**config.mk**
```make
export PLATFORM = sky130hd
export DESIGN_NAME = write_back_data_cache
export DESIGN_NICKNAME = d
export VERILOG_FILES = /design/src/design/wbdc_pkg.sv /design/src/design/wbdc_ram.sv /design/src/design/wbdc_addr_map.sv /design/src/design/write_back_data_cache.sv
export SDC_FILE = /design/constraint.sdc
export NUM_CORES = 1
export LEC_CHECK = 0
export ABC_CLOCK_PERIOD_IN_PS = 8600
export BUFFER_PORTS_ARGS = -buffer_cell sky130_fd_sc_hd__clkbuf_2
export CAP_MARGIN = 20
export CORE_MARGIN = 3
export CORE_UTILIZATION = 50
export DETAILED_ROUTE_END_ITERATION = 12
export HOLD_SLACK_MARGIN = 0.06
export PLACE_DENSITY = 0.66
export SLEW_MARGIN = 5
export SYNTH_ARGS = -nofsm -noshare
export SYNTH_HDL_FRONTEND = slang
export SYNTH_SLANG_ARGS = --single-unit
```
**constraint.sdc**
```tcl
create_clock -name clk -period 8.6 [get_ports clk]
set_clock_uncertainty 0.2 [all_clocks]
set_input_delay 0.43 -clock clk [delete_from_list [all_inputs] [get_ports clk]]
set_output_delay 0.43 -clock clk [all_outputs]
set_load 0.03 [all_outputs]
```
**src/design/wbdc_pkg.sv**
```systemverilog
// Package of the write-back data cache: default sizes, port widths and
// request type codes. No dependencies.
package wbdc_pkg;

	localparam int MEM_WORDS_DEF   = 32;
	localparam int CACHE_LINES_DEF = 8;
	localparam int WORD_BITS_DEF   = 16;

	localparam int ADDR_BITS = 5;
	localparam int DATA_BITS = 16;
	localparam int TYPE_BITS = 2;

	localparam int S_TDATA_W = 24;
	localparam int M_TDATA_W = 24;

	localparam logic [TYPE_BITS-1:0] REQ_READ  = 2'd0;
	localparam logic [TYPE_BITS-1:0] REQ_WRITE = 2'd1;
	localparam logic [TYPE_BITS-1:0] REQ_LOAD  = 2'd2;
	localparam logic [TYPE_BITS-1:0] REQ_CLEAR = 2'd3;

endpackage

```
**src/design/wbdc_ram.sv**
```systemverilog
// Generic single-port synchronous RAM with a registered read port.
// No dependencies; used for the cache lines and the backing memory.
module wbdc_ram #(
	parameter int WIDTH = 16,
	parameter int DEPTH = 8
) (
	input  logic                                 clk,
	input  logic                                 en,
	input  logic                                 we,
	input  logic [(DEPTH > 1 ? $clog2(DEPTH) : 1)-1:0] addr,
	input  logic [WIDTH-1:0]                     wdata,
	output logic [WIDTH-1:0]                     rdata
);

	logic [WIDTH-1:0] mem_q [DEPTH];

	always_ff @(posedge clk) begin
		if (en) begin
			if (we) begin
				mem_q[addr] <= wdata;
			end else begin
				rdata <= mem_q[addr];
			end
		end
	end

endmodule

```
**src/design/wbdc_addr_map.sv**
```systemverilog
// Splits a request address into backing memory address, line index and tag.
// Depends on wbdc_pkg; the tables are built at elaboration.
module wbdc_addr_map #(
	parameter int MEM_WORDS   = 32,
	parameter int CACHE_LINES = 8,
	parameter int MA_W        = 5,
	parameter int IDX_W       = 3,
	parameter int TAG_W       = 2
) (
	input  logic [wbdc_pkg::ADDR_BITS-1:0] address,
	output logic [MA_W-1:0]                maddr,
	output logic [IDX_W-1:0]               idx,
	output logic [TAG_W-1:0]               tag
);
	import wbdc_pkg::*;

	localparam int ADDR_SPAN = 1 << ADDR_BITS;

	logic [MA_W-1:0]  maddr_tab [ADDR_SPAN];
	logic [IDX_W-1:0] idx_tab   [ADDR_SPAN];
	logic [TAG_W-1:0] tag_tab   [ADDR_SPAN];

	for (genvar a = 0; a < ADDR_SPAN; a++) begin : g_tab
		localparam int AM = a % MEM_WORDS;
		localparam int IX = AM % CACHE_LINES;
		localparam int TG = AM / CACHE_LINES;
		assign maddr_tab[a] = MA_W'(AM);
		assign idx_tab[a]   = IDX_W'(IX);
		assign tag_tab[a]   = TAG_W'(TG);
	end

	assign maddr = maddr_tab[address];
	assign idx   = idx_tab[address];
	assign tag   = tag_tab[address];

endmodule

```
**src/design/write_back_data_cache.sv**
```systemverilog
// Direct-mapped write-back data cache with its own backing memory.
// Each transaction reads both single-port RAMs, then does the update and registers
// the result; a clear then clears every cache line after its result.
// The result register frees the input side while a result waits to be taken.
// After reset a clearing pass runs over both RAMs before the first transaction is accepted.
module write_back_data_cache #(
	parameter int MEM_WORDS   = wbdc_pkg::MEM_WORDS_DEF,
	parameter int CACHE_LINES = wbdc_pkg::CACHE_LINES_DEF,
	parameter int WORD_BITS   = wbdc_pkg::WORD_BITS_DEF
) (
	input  logic                           clk,
	input  logic                           arst_n,
	input  logic                           s_tvalid,
	output logic                           s_tready,
	// address [4:0], write_data [20:5], zero [23:21]
	input  logic [wbdc_pkg::S_TDATA_W-1:0] s_tdata,
	// req_type [1:0]
	input  logic [wbdc_pkg::TYPE_BITS-1:0] s_tuser,
	output logic                           m_tvalid,
	input  logic                           m_tready,
	// read_data [15:0], hit [16], wrote_back [17], writeback_address [22:18], filled [23]
	output logic [wbdc_pkg::M_TDATA_W-1:0] m_tdata
);
	import wbdc_pkg::*;

	localparam int ADDR_SPAN = 1 << ADDR_BITS;
	localparam int MEM_DEPTH = MEM_WORDS < ADDR_SPAN ? MEM_WORDS : ADDR_SPAN;
	localparam int MA_W      = $clog2(MEM_DEPTH);
	localparam int IDX_W     = CACHE_LINES > 1 ? $clog2(CACHE_LINES) : 1;
	localparam int TAG_MAX   = (MEM_DEPTH - 1) / CACHE_LINES;
	localparam int TAG_W     = TAG_MAX > 0 ? $clog2(TAG_MAX + 1) : 1;
	localparam int SWEEP     = CACHE_LINES > MEM_DEPTH ? CACHE_LINES : MEM_DEPTH;
	localparam int CNT_W     = $clog2(SWEEP);
	localparam int LINE_W    = 2 + TAG_W + WORD_BITS;

	localparam logic [1:0] ST_INIT  = 2'd0;
	localparam logic [1:0] ST_IDLE  = 2'd1;
	localparam logic [1:0] ST_LOOK  = 2'd2;
	localparam logic [1:0] ST_CLEAR = 2'd3;

	logic [1:0]           state_q;
	logic [CNT_W-1:0]     cnt_q;

	logic [TYPE_BITS-1:0] type_q;
	logic [MA_W-1:0]      maddr_q;
	logic [IDX_W-1:0]     idx_q;
	logic [TAG_W-1:0]     tag_q;
	logic [WORD_BITS-1:0] wdata_q;

	logic                 out_valid_q;
	logic [M_TDATA_W-1:0] out_data_q;

	logic [ADDR_BITS-1:0] in_address;
	logic [DATA_BITS-1:0] in_wdata;
	logic [MA_W-1:0]      in_maddr;
	logic [IDX_W-1:0]     in_idx;
	logic [TAG_W-1:0]     in_tag;

	logic                 c_en, c_we;
	logic [IDX_W-1:0]     c_addr;
	logic [LINE_W-1:0]    c_wdata, c_rdata;
	logic                 m_en, m_we;
	logic [MA_W-1:0]      m_addr;
	logic [WORD_BITS-1:0] m_wdata, m_rdata;

	logic                 line_valid, line_dirty;
	logic [TAG_W-1:0]     line_tag;
	logic [WORD_BITS-1:0] line_word;

	logic                 accept, advance, sweep_last;
	logic                 is_read, is_write, is_load, is_clear;
	logic                 hit, do_wb, do_fill;
	logic [ADDR_BITS-1:0] wb_address;
	logic [MA_W-1:0]      wb_maddr;
	logic [WORD_BITS-1:0] result_word;
	logic [M_TDATA_W-1:0] result;

	assign in_address = s_tdata[ADDR_BITS-1:0];
	assign in_wdata   = s_tdata[ADDR_BITS+DATA_BITS-1:ADDR_BITS];

	wbdc_addr_map #(
		.MEM_WORDS  (MEM_WORDS),
		.CACHE_LINES(CACHE_LINES),
		.MA_W       (MA_W),
		.IDX_W      (IDX_W),
		.TAG_W      (TAG_W)
	) u_addr_map (
		.address(in_address),
		.maddr  (in_maddr),
		.idx    (in_idx),
		.tag    (in_tag)
	);

	assign s_tready = (state_q == ST_IDLE);
	assign accept   = s_tvalid && s_tready;
	assign advance  = (state_q == ST_LOOK) && (!out_valid_q || m_tready);

	assign {line_valid, line_dirty, line_tag, line_word} = c_rdata;

	assign is_read  = (type_q == REQ_READ);
	assign is_write = (type_q == REQ_WRITE);
	assign is_load  = (type_q == REQ_LOAD);
	assign is_clear = (type_q == REQ_CLEAR);

	assign hit     = is_read && line_valid && (line_tag == tag_q);
	assign do_fill = is_read && !hit;
	assign do_wb   = (do_fill && line_valid && line_dirty) || (is_write && line_dirty);

	assign wb_address = ADDR_BITS'(int'(line_tag) * CACHE_LINES + int'(idx_q));
	assign wb_maddr   = MA_W'(int'(line_tag) * CACHE_LINES + int'(idx_q));

	assign result_word = hit ? line_word : m_rdata;
	assign result = {do_fill, do_wb ? wb_address : ADDR_BITS'(0), do_wb, hit,
		is_read ? DATA_BITS'(result_word) : DATA_BITS'(0)};

	assign sweep_last = (state_q == ST_INIT) ? (int'(cnt_q) == SWEEP - 1)
		: (int'(cnt_q) == CACHE_LINES - 1);

	always_comb begin
		c_en    = 1'b0;
		c_we    = 1'b0;
		c_addr  = in_idx;
		c_wdata = {1'b1, is_write, tag_q, is_write ? wdata_q : m_rdata};
		m_en    = 1'b0;
		m_we    = 1'b0;
		m_addr  = in_maddr;
		m_wdata = do_wb ? line_word : wdata_q;
		case (state_q)
			ST_INIT: begin
				c_en    = int'(cnt_q) < CACHE_LINES;
				c_we    = 1'b1;
				c_addr  = cnt_q[IDX_W-1:0];
				c_wdata = '0;
				m_en    = int'(cnt_q) < MEM_DEPTH;
				m_we    = 1'b1;
				m_addr  = cnt_q[MA_W-1:0];
				m_wdata = '0;
			end
			ST_IDLE: begin
				c_en = accept;
				m_en = accept;
			end
			ST_LOOK: begin
				c_en   = advance && (do_fill || is_write);
				c_we   = 1'b1;
				c_addr = idx_q;
				m_en   = advance && (do_wb || is_load);
				m_we   = 1'b1;
				m_addr = do_wb ? wb_maddr : maddr_q;
			end
			ST_CLEAR: begin
				c_en    = 1'b1;
				c_we    = 1'b1;
				c_addr  = cnt_q[IDX_W-1:0];
				c_wdata = '0;
			end
			default: begin
				c_en = 1'b0;
				m_en = 1'b0;
			end
		endcase
	end

	wbdc_ram #(
		.WIDTH(LINE_W),
		.DEPTH(CACHE_LINES)
	) u_line_ram (
		.clk  (clk),
		.en   (c_en),
		.we   (c_we),
		.addr (c_addr),
		.wdata(c_wdata),
		.rdata(c_rdata)
	);

	wbdc_ram #(
		.WIDTH(WORD_BITS),
		.DEPTH(MEM_DEPTH)
	) u_mem_ram (
		.clk  (clk),
		.en   (m_en),
		.we   (m_we),
		.addr (m_addr),
		.wdata(m_wdata),
		.rdata(m_rdata)
	);

	always_ff @(posedge clk or negedge arst_n) begin
		if (!arst_n) begin
			state_q <= ST_INIT;
			cnt_q   <= '0;
		end else begin
			case (state_q)
				ST_INIT, ST_CLEAR: begin
					if (sweep_last) begin
						state_q <= ST_IDLE;
						cnt_q   <= '0;
					end else begin
						cnt_q <= cnt_q + CNT_W'(1);
					end
				end
				ST_IDLE: begin
					if (accept) begin
						state_q <= ST_LOOK;
					end
				end
				ST_LOOK: begin
					if (advance) begin
						state_q <= is_clear ? ST_CLEAR : ST_IDLE;
						cnt_q   <= '0;
					end
				end
				default: begin
					state_q <= ST_INIT;
				end
			endcase
		end
	end

	always_ff @(posedge clk) begin
		if (accept) begin
			type_q  <= s_tuser;
			maddr_q <= in_maddr;
			idx_q   <= in_idx;
			tag_q   <= in_tag;
			wdata_q <= WORD_BITS'(in_wdata);
		end
	end

	always_ff @(posedge clk or negedge arst_n) begin
		if (!arst_n) begin
			out_valid_q <= 1'b0;
		end else if (advance) begin
			out_valid_q <= 1'b1;
		end else if (m_tready) begin
			out_valid_q <= 1'b0;
		end
	end

	always_ff @(posedge clk) begin
		if (advance) begin
			out_data_q <= result;
		end
	end

	assign m_tvalid = out_valid_q;
	assign m_tdata  = out_data_q;

endmodule

```
### Yosys cells after proc, flatten, opt, wreduce, memory -nomap -nowiden

Memory sizes are Yosys's and may differ from the RTL's. A register that Yosys moved wholly into a read port is not among the register bits.
Cells that the tools add are included.

| cells by class | value |
|---|---|
| add/subtract/negate cells | 2 |
| reductions and logical operators | 27 |
| bitwise logic cells | 3 |
| eq/ne operators | 12 |
| order comparisons | 2 |
| multiplexer cells | 33 |

Operators by type and width:

| cell | number |
|---|---|
| 2-to-1 mux 16 bit | 4 |
| 2-to-1 mux 5 bit | 5 |
| 2-to-1 mux 20 bit | 1 |
| case mux 5 bit (2 select lines) | 2 |
| 2-to-1 mux 1 bit | 11 |
| logical AND 1 bit | 10 |
| == test 2 bit (second input constant) | 4 |
| 2-to-1 mux 2 bit | 4 |
| greater-or-equal comparator 6 bit (second input constant) | 1 |
| 2-to-1 mux 3 bit | 2 |
| inverter 5 -> 6 bit | 1 |
| case mux 2 bit (3 select lines) | 1 |
| case mux 3 bit (2 select lines) | 1 |
| AND reduction 2 bit | 3 |
| adder 5 x 1 -> 5 bit (second input constant) | 1 |
| adder 5 x 3 -> 5 bit | 1 |
| == test 5 x 1 -> 1 bit (second input constant) | 1 |
| == test 5 x 4 -> 1 bit (second input constant) | 1 |
| < comparator 5 x 4 -> 1 bit (second input constant) | 1 |
| == test 2 x 1 -> 1 bit (second input constant) | 2 |
| logical NOT 2 bit | 2 |
| logical OR 1 bit | 4 |
| inequality test 2 x 1 -> 1 bit (second input constant) | 2 |
| case mux 1 bit (4 select lines) | 1 |
| other kinds (9) | 13 |

| word-level totals | value |
|---|---|
| memory bits (writable) | 672 |
| output and inout port bits | 26 |
| memories kept | 5 |
| memory bits (read-only) | 320 |
| word-level logic and storage cells | 94 |
| bits in registers | 58 |

Memories:

| memory | words | width | rd ports | clocked after memory_dff | wr ports | line | RTL |
|---|---|---|---|---|---|---|---|
| u_mem_ram.mem_q | 32 | 16 | 1 | 1 | 1 | wbdc_ram.sv:15 | `logic [WIDTH-1:0] mem_q [DEPTH];` |
| (no name shown) | 32 | 5 | 1 | 0 | 0 | wbdc_addr_map.sv:32 | `assign maddr = maddr_tab[address];` |
| u_line_ram.mem_q | 8 | 20 | 1 | 1 | 1 | wbdc_ram.sv:15 |  |
| (no name shown) | 32 | 3 | 1 | 0 | 0 | wbdc_addr_map.sv:33 | `assign idx = idx_tab[address];` |
| (no name shown) | 32 | 2 | 1 | 1 | 0 | wbdc_addr_map.sv:34 | `assign tag = tag_tab[address];` |

### Longest topological paths before layout

| logic depth | value |
|---|---|
| depth after elaboration | 13 |
| depth in mapped cells | 12 |

### Hierarchy

From an unflattened synthesis, not the netlist that was laid out.

| second synthesis, totals | value |
|---|---|
| cells, all modules | 1693 |
| area, all modules | 30499.3 µm² |

Modules (own cells, without submodules):

| module | times used | area an instance (µm²) | seq. area each (µm²) | cells each |
|---|---|---|---|---|
| wbdc_ram at u_mem_ram | 1 | 20264.4 | 15855.2 | 1089 |
| wbdc_ram at u_line_ram | 1 | 6781.5 | 5405.2 | 274 |
| write_back_data_cache | 1 | 3378.2 | 1761.7 | 320 |
| wbdc_addr_map | 1 | 75.1 | 0.0 | 10 |

### Worst setup path before layout

No wires, ideal clock.

| timing | value |
|---|---|
| path kind | register to register |
| from | reg state_q[1] |
| to | mem u_line_ram.mem_q[0][0] (netlist bit), enable pin |
| data required time | 7.952 ns |
| buffers on the path | 2 |
| data arrival time | 4.258 ns |
| setup slack | 3.694 ns |
| cell stages (with the launch flop) | 9 |
| cells stage by stage | dfrtp_1 -> inv_1 -> ha_1 -> buf_2 -> and2_1 -> o41ai_1 -> nand2b_1 -> clkbuf_1 -> nor4_1 |

| between the ends | value |
|---|---|
| elaborated cells between the ends (all ways) | 15 |
| classes of those cells | eq/ne: 3; mux: 6; reduce/logical: 6 |

RTL lines:

| element | line | RTL |
|---|---|---|
| start, declared | write_back_data_cache.sv:41 | `logic [1:0] state_q;` |
| start signal, assigned | write_back_data_cache.sv:209 | `state_q <= is_clear ? ST_CLEAR : ST_IDLE;` |
| == test 2 x 1 -> 1 bit | write_back_data_cache.sv:94 | `assign s_tready = (state_q == ST_IDLE);` |
| named net s_tready | write_back_data_cache.sv:14 | `output logic s_tready,` |
| logical AND 1 bit | write_back_data_cache.sv:95 | `assign accept = s_tvalid && s_tready;` |
| named net accept | write_back_data_cache.sv:70 | `logic accept, advance, sweep_last;` |
| case mux 1 bit (4 select lines) | write_back_data_cache.sv:128 | `case (state_q)` |
| 2-to-1 mux 1 bit | wbdc_ram.sv:18 | `if (en) begin` |
| 2-to-1 mux 1 bit (not written as such) | wbdc_ram.sv:20 | `mem_q[addr] <= wdata;` |
| end, declared | wbdc_ram.sv:15 |  |

The timed path passes the listed nets, and every way through them passes these cells.

### Worst setup path in the final report

| timing | value |
|---|---|
| from | reg state_q[0] |
| to | reg u_mem_ram.rdata[6], read port of u_mem_ram.mem_q, data pin |

| between the ends | value |
|---|---|
| word-level cells in the longest chain between the ends | 5 |
| elaborated cells between the ends (all ways) | 12 |
| classes of those cells | eq/ne: 2; mux: 3; bitwise: 1; reduce/logical: 6 |

Ends and longest elaborated chain:

| element | line | RTL |
|---|---|---|
| == test 2 bit or logical NOT 2 bit (tied branches) | write_back_data_cache.sv:96, write_back_data_cache.sv:128 |  |
| logical AND 1 bit or OR reduction 2 bit (tied branches) | n/a |  |
| logical AND 1 bit or 2-to-1 mux 1 bit (tied branches) | write_back_data_cache.sv:147, write_back_data_cache.sv:128 |  |
| case mux 1 bit (3 select lines) or inverter 1 bit (tied branches) | n/a |  |
| AND reduction 2 bit (no line) | n/a |  |
| end, declared | wbdc_ram.sv:12 | `output logic [WIDTH-1:0] rdata` |

Several ways; a longest one is shown, not always the timed one.
A chain may end at the register's enable or synchronous reset.

==> key figures <==
Status
  – Status: complete, no violations

Timing
  – Max transition margin: 0.2567
  – Setup TNS: 0 ps
  – Final Cycle Share: 0.5802
  – Worst Tran Pin Value: around 1100 ps
  – Post-layout min period: 4990 ps
  – Hold slack: approximately 150 ps
  – Setup ws final: ~3600 ps
  – Final Hold Viols: 0
  – Final setup fails: 0
  – Final Slew Violations: 0
  – Fmax: around 0.2 GHz
  – RSZ-0062 raised after global routing: false

Floorplanning
  – Starting Density: 0.5072
  – Die ar.: ~64000 µm²
  – Placeable Area: approximately 60000 µm²
  – I/O pin total: 56
  – Site Rows: 90
  – Die height: ~250 µm
  – Die X-Extent: about 250 µm

Logic synthesis
  – Post-Syn Area: 30730 µm²
  – Post-synthesis register bit count: roughly 760
  – Syn nets: ~2000
  – Compound-gate portion of the synthesized area: 0.09157
  – Mean Syn Cell Area: 15.84 µm²
  – EDFF count, synth: between 700 and 800
  – Post-Synth XOR/XNOR Area: 0.0008550
  – Largest family of logic cells by synthesized area: compound AO/OA/AOI/OAI gates
  – Yosys Warn Count: 0
  – Syn Inst Count: between 1500 and 2000
  – Async S/R FF share, synth: 0.01048
  – Primary FF master, synth: edfxtp_1
  – Number of distinct library cells after synthesis: 63
  – Post-synthesis adder-cell area fraction: 0.003257
  – Post-synthesis sequential area ratio: 0.7443
  – Simple-gate share of the synthesized area: 0.08428
  – Multiplexer share of the synthesized area: 0.05521

Routing
  – DRT iter0 DRCs: ~1900
  – Final ANT Viol Nets: 0
  – Vias: around 18000
  – First drt pass iteration count: 8
  – Drt drc: 0
  – DR WL/cell: about 27 µm
  – Final wirelength: 78740 µm
  – Vias per cell: between 6 and 7

Global routing
  – Number of global-route vias before repair: around 18000
  – GRT Total Usage: 0.2462
  – Total gr overflow: 0
  – Antenna violations before repair: 0
  – Largest net degree at the start of global routing: slightly above 100
  – Global-route wire length before repair: ~120000 µm

Pwr
  – Peak supply drop: ~270 µV
  – PwrDens: a little over 400 nW/µm²
  – Leakage: between 10 and 15 nW

Clock network
  – Setup bufs post-CTS: 0
  – # resized after CTS: 0
  – Worst-Skew Late Latency: just over 600 ps
  – Root Buffer: clkbuf_16
  – Hold Buf Count CTS: 25
  – CTS tree: yes
  – CTS max path bufs: 3
  – Clk pin slew, worst setup/hold paths: roughly 60 ps
  – TritonCTS Buffers: 75
  – H-tree Lvls: 3
  – Clock sink count: 763

Flow run
  – Max cap viols: 0

Critical path
  – CP endpoint kind: flip-flop
  – Crit Path Max Fanout: a little under 100
  – Critical path class: flip-flop to flip-flop
  – Worst path slowest cell: o21ai_0
  – Worst EP required: just under 9000 ps
  – CP top delay family: simple AND/OR/NAND/NOR gates
  – Setup crit start kind: flip-flop
  – Arrival @ worst endpoint: just over 5000 ps
  – Worst path bufs/invs: 2
  – Worst path cell trace: inv_1 -> ha_1 -> or3b_4 -> nand2_4 -> buf_4 -> a211oi_1 -> nor4_1 -> o21ai_0 -> nand4_1
  – CP max stage delay: 840 ps

Placed design
  – Detailed placer's ending HPWL: 45450 µm
  – I/O Buffers: 52
  – Post-place setup slack: between 3000 and 4000 ps
  – Gpl congestion: between 0.8 and 0.9
  – Placed instance area: 32330 µm²

Finish
  – Layout area overhead: 14.23%
  – Cell area after layout: 35100 µm²
  – Commonest non-fill, non-tap cells in the layout: edfxtp_1 (755), nand2_1 (151), a211oi_1 (139)
  – Share of cells above drive strength 1: 0.1675
  – Layout Nets: 2081
  – Most common cell after layout, fill and taps aside: edfxtp_1
  – Post-route core utilization: 0.5794

Min path
  – Worst Hold Class: primary input to flip-flop
[flip-flops by register name (all words and copies together), names as in the netlist, 3 cells and up]
name	count
u_line_ram.mem_q	160
u_mem_ram.rdata	16
maddr_q	3
cnt_q	5
u_line_ram.rdata	20
m_tdata	24
wdata_q	16
u_mem_ram.mem_q	512
[cells in the mapped netlist, drive strengths merged (2+ instances only)]
library cell | number | share of area
o31ai | 5 | 0.0017
o2bb2ai | 3 | 0.00086
a32o | 2 | 0.00065
buf | 40 | 0.0074
a32oi | 5 | 0.0014
nand2b | 7 | 0.0014
clkbuf | 100 | 0.012
o21ai | 63 | 0.010
nand4 | 22 | 0.0045
and2 | 13 | 0.0027
a21boi | 16 | 0.0039
and3 | 134 | 0.027
nand2 | 153 | 0.019
o21a | 4 | 0.00098
a22oi | 36 | 0.0090
a21oi | 39 | 0.0064
edfxtp | 755 | 0.74
mux2 | 2 | 0.00073
nor2b | 5 | 0.0010
dfrtp | 8 | 0.0065
or3b | 2 | 0.00057
ha | 8 | 0.0033
a222oi | 4 | 0.0013
nor3 | 28 | 0.0047
a211oi | 139 | 0.034
o221ai | 2 | 0.00057
nand3 | 16 | 0.0026
nor3b | 2 | 0.00049
inv | 8 | 0.00098
nor2 | 70 | 0.0088
a221oi | 50 | 0.015
o31a | 3 | 0.00086
nor4 | 53 | 0.011
mux2i | 84 | 0.027
mux4 | 37 | 0.027
a22o | 2 | 0.00057
xnor2 | 2 | 0.00057
a31oi | 3 | 0.00061
a311oi | 4 | 0.0011
[cell families (layout without fill, tap and decap cells)]
kind of cell	Yosys count	in the layout
compound gates	389	389
xor+xnor	3	3
fa+ha+maj	8	8
simple gates	506	506
mux	123	123
buf+inv	148	310
flops	763	763
other cells	0	1
[per-stage QoR]
stage               power [mW]  std cells
floorplan                9.070       1940
detailed placement       11.18       2720
global route             15.12       2884
CTS                      14.50       2881
global placement         11.07       2720
finish                   14.46       2885
[routing by layer]
metal / global-route usage / wire length (µm)
met1: 0.3342 / 31560
met2: 0.4037 / 38790
met3: 0.04350 / 5848
met4: 0.08830 / 2542
met5: 0 / 0
[where the power goes]
part	switching [mW]	internal (mW)
Combinational	3.98	1.66
Clock	1.36	1.94
Sequential	0.221	5.30
[worst register-to-register path, stage by stage, from the launching register on]
cell and delay, ps:
dfrtp_1 430, inv_1 110, ha_1 720, or3b_4 540
nand2_4 480, buf_4 670, a211oi_1 430, nor4_1 100
o21ai_0 840, nand4_1 170
[path summary, 6_finish.rpt]
check                                 from  slack [ps]            endpoint  cells past startpoint
worst max-delay path            state_q[0]        3610  u_mem_ram.rdata[6]                      9
worst min-delay path              s_tvalid         150          state_q[1]                      3
worst max register to register  state_q[0]        3610  u_mem_ram.rdata[6]                      9
worst min register to register    cnt_q[4]         330            cnt_q[4]                      1
max in group asynchronous           arst_n        7240            cnt_q[3]                      3
min in group asynchronous           arst_n         650            cnt_q[0]                      3
[area by class of cell]
cell class                 instances  area [µm²]
tap                              782       978.4
timing repair buffer             166        1202
antenna                            1       2.502
clock buffer                      99        2061
sequential                       763       22870
multi-input combinational       1029        7541
inverter                           8       30.03
fill                            4549       25480
clock inverter                    37       415.4
Note: power is estimated with default switching activity, not from simulation.
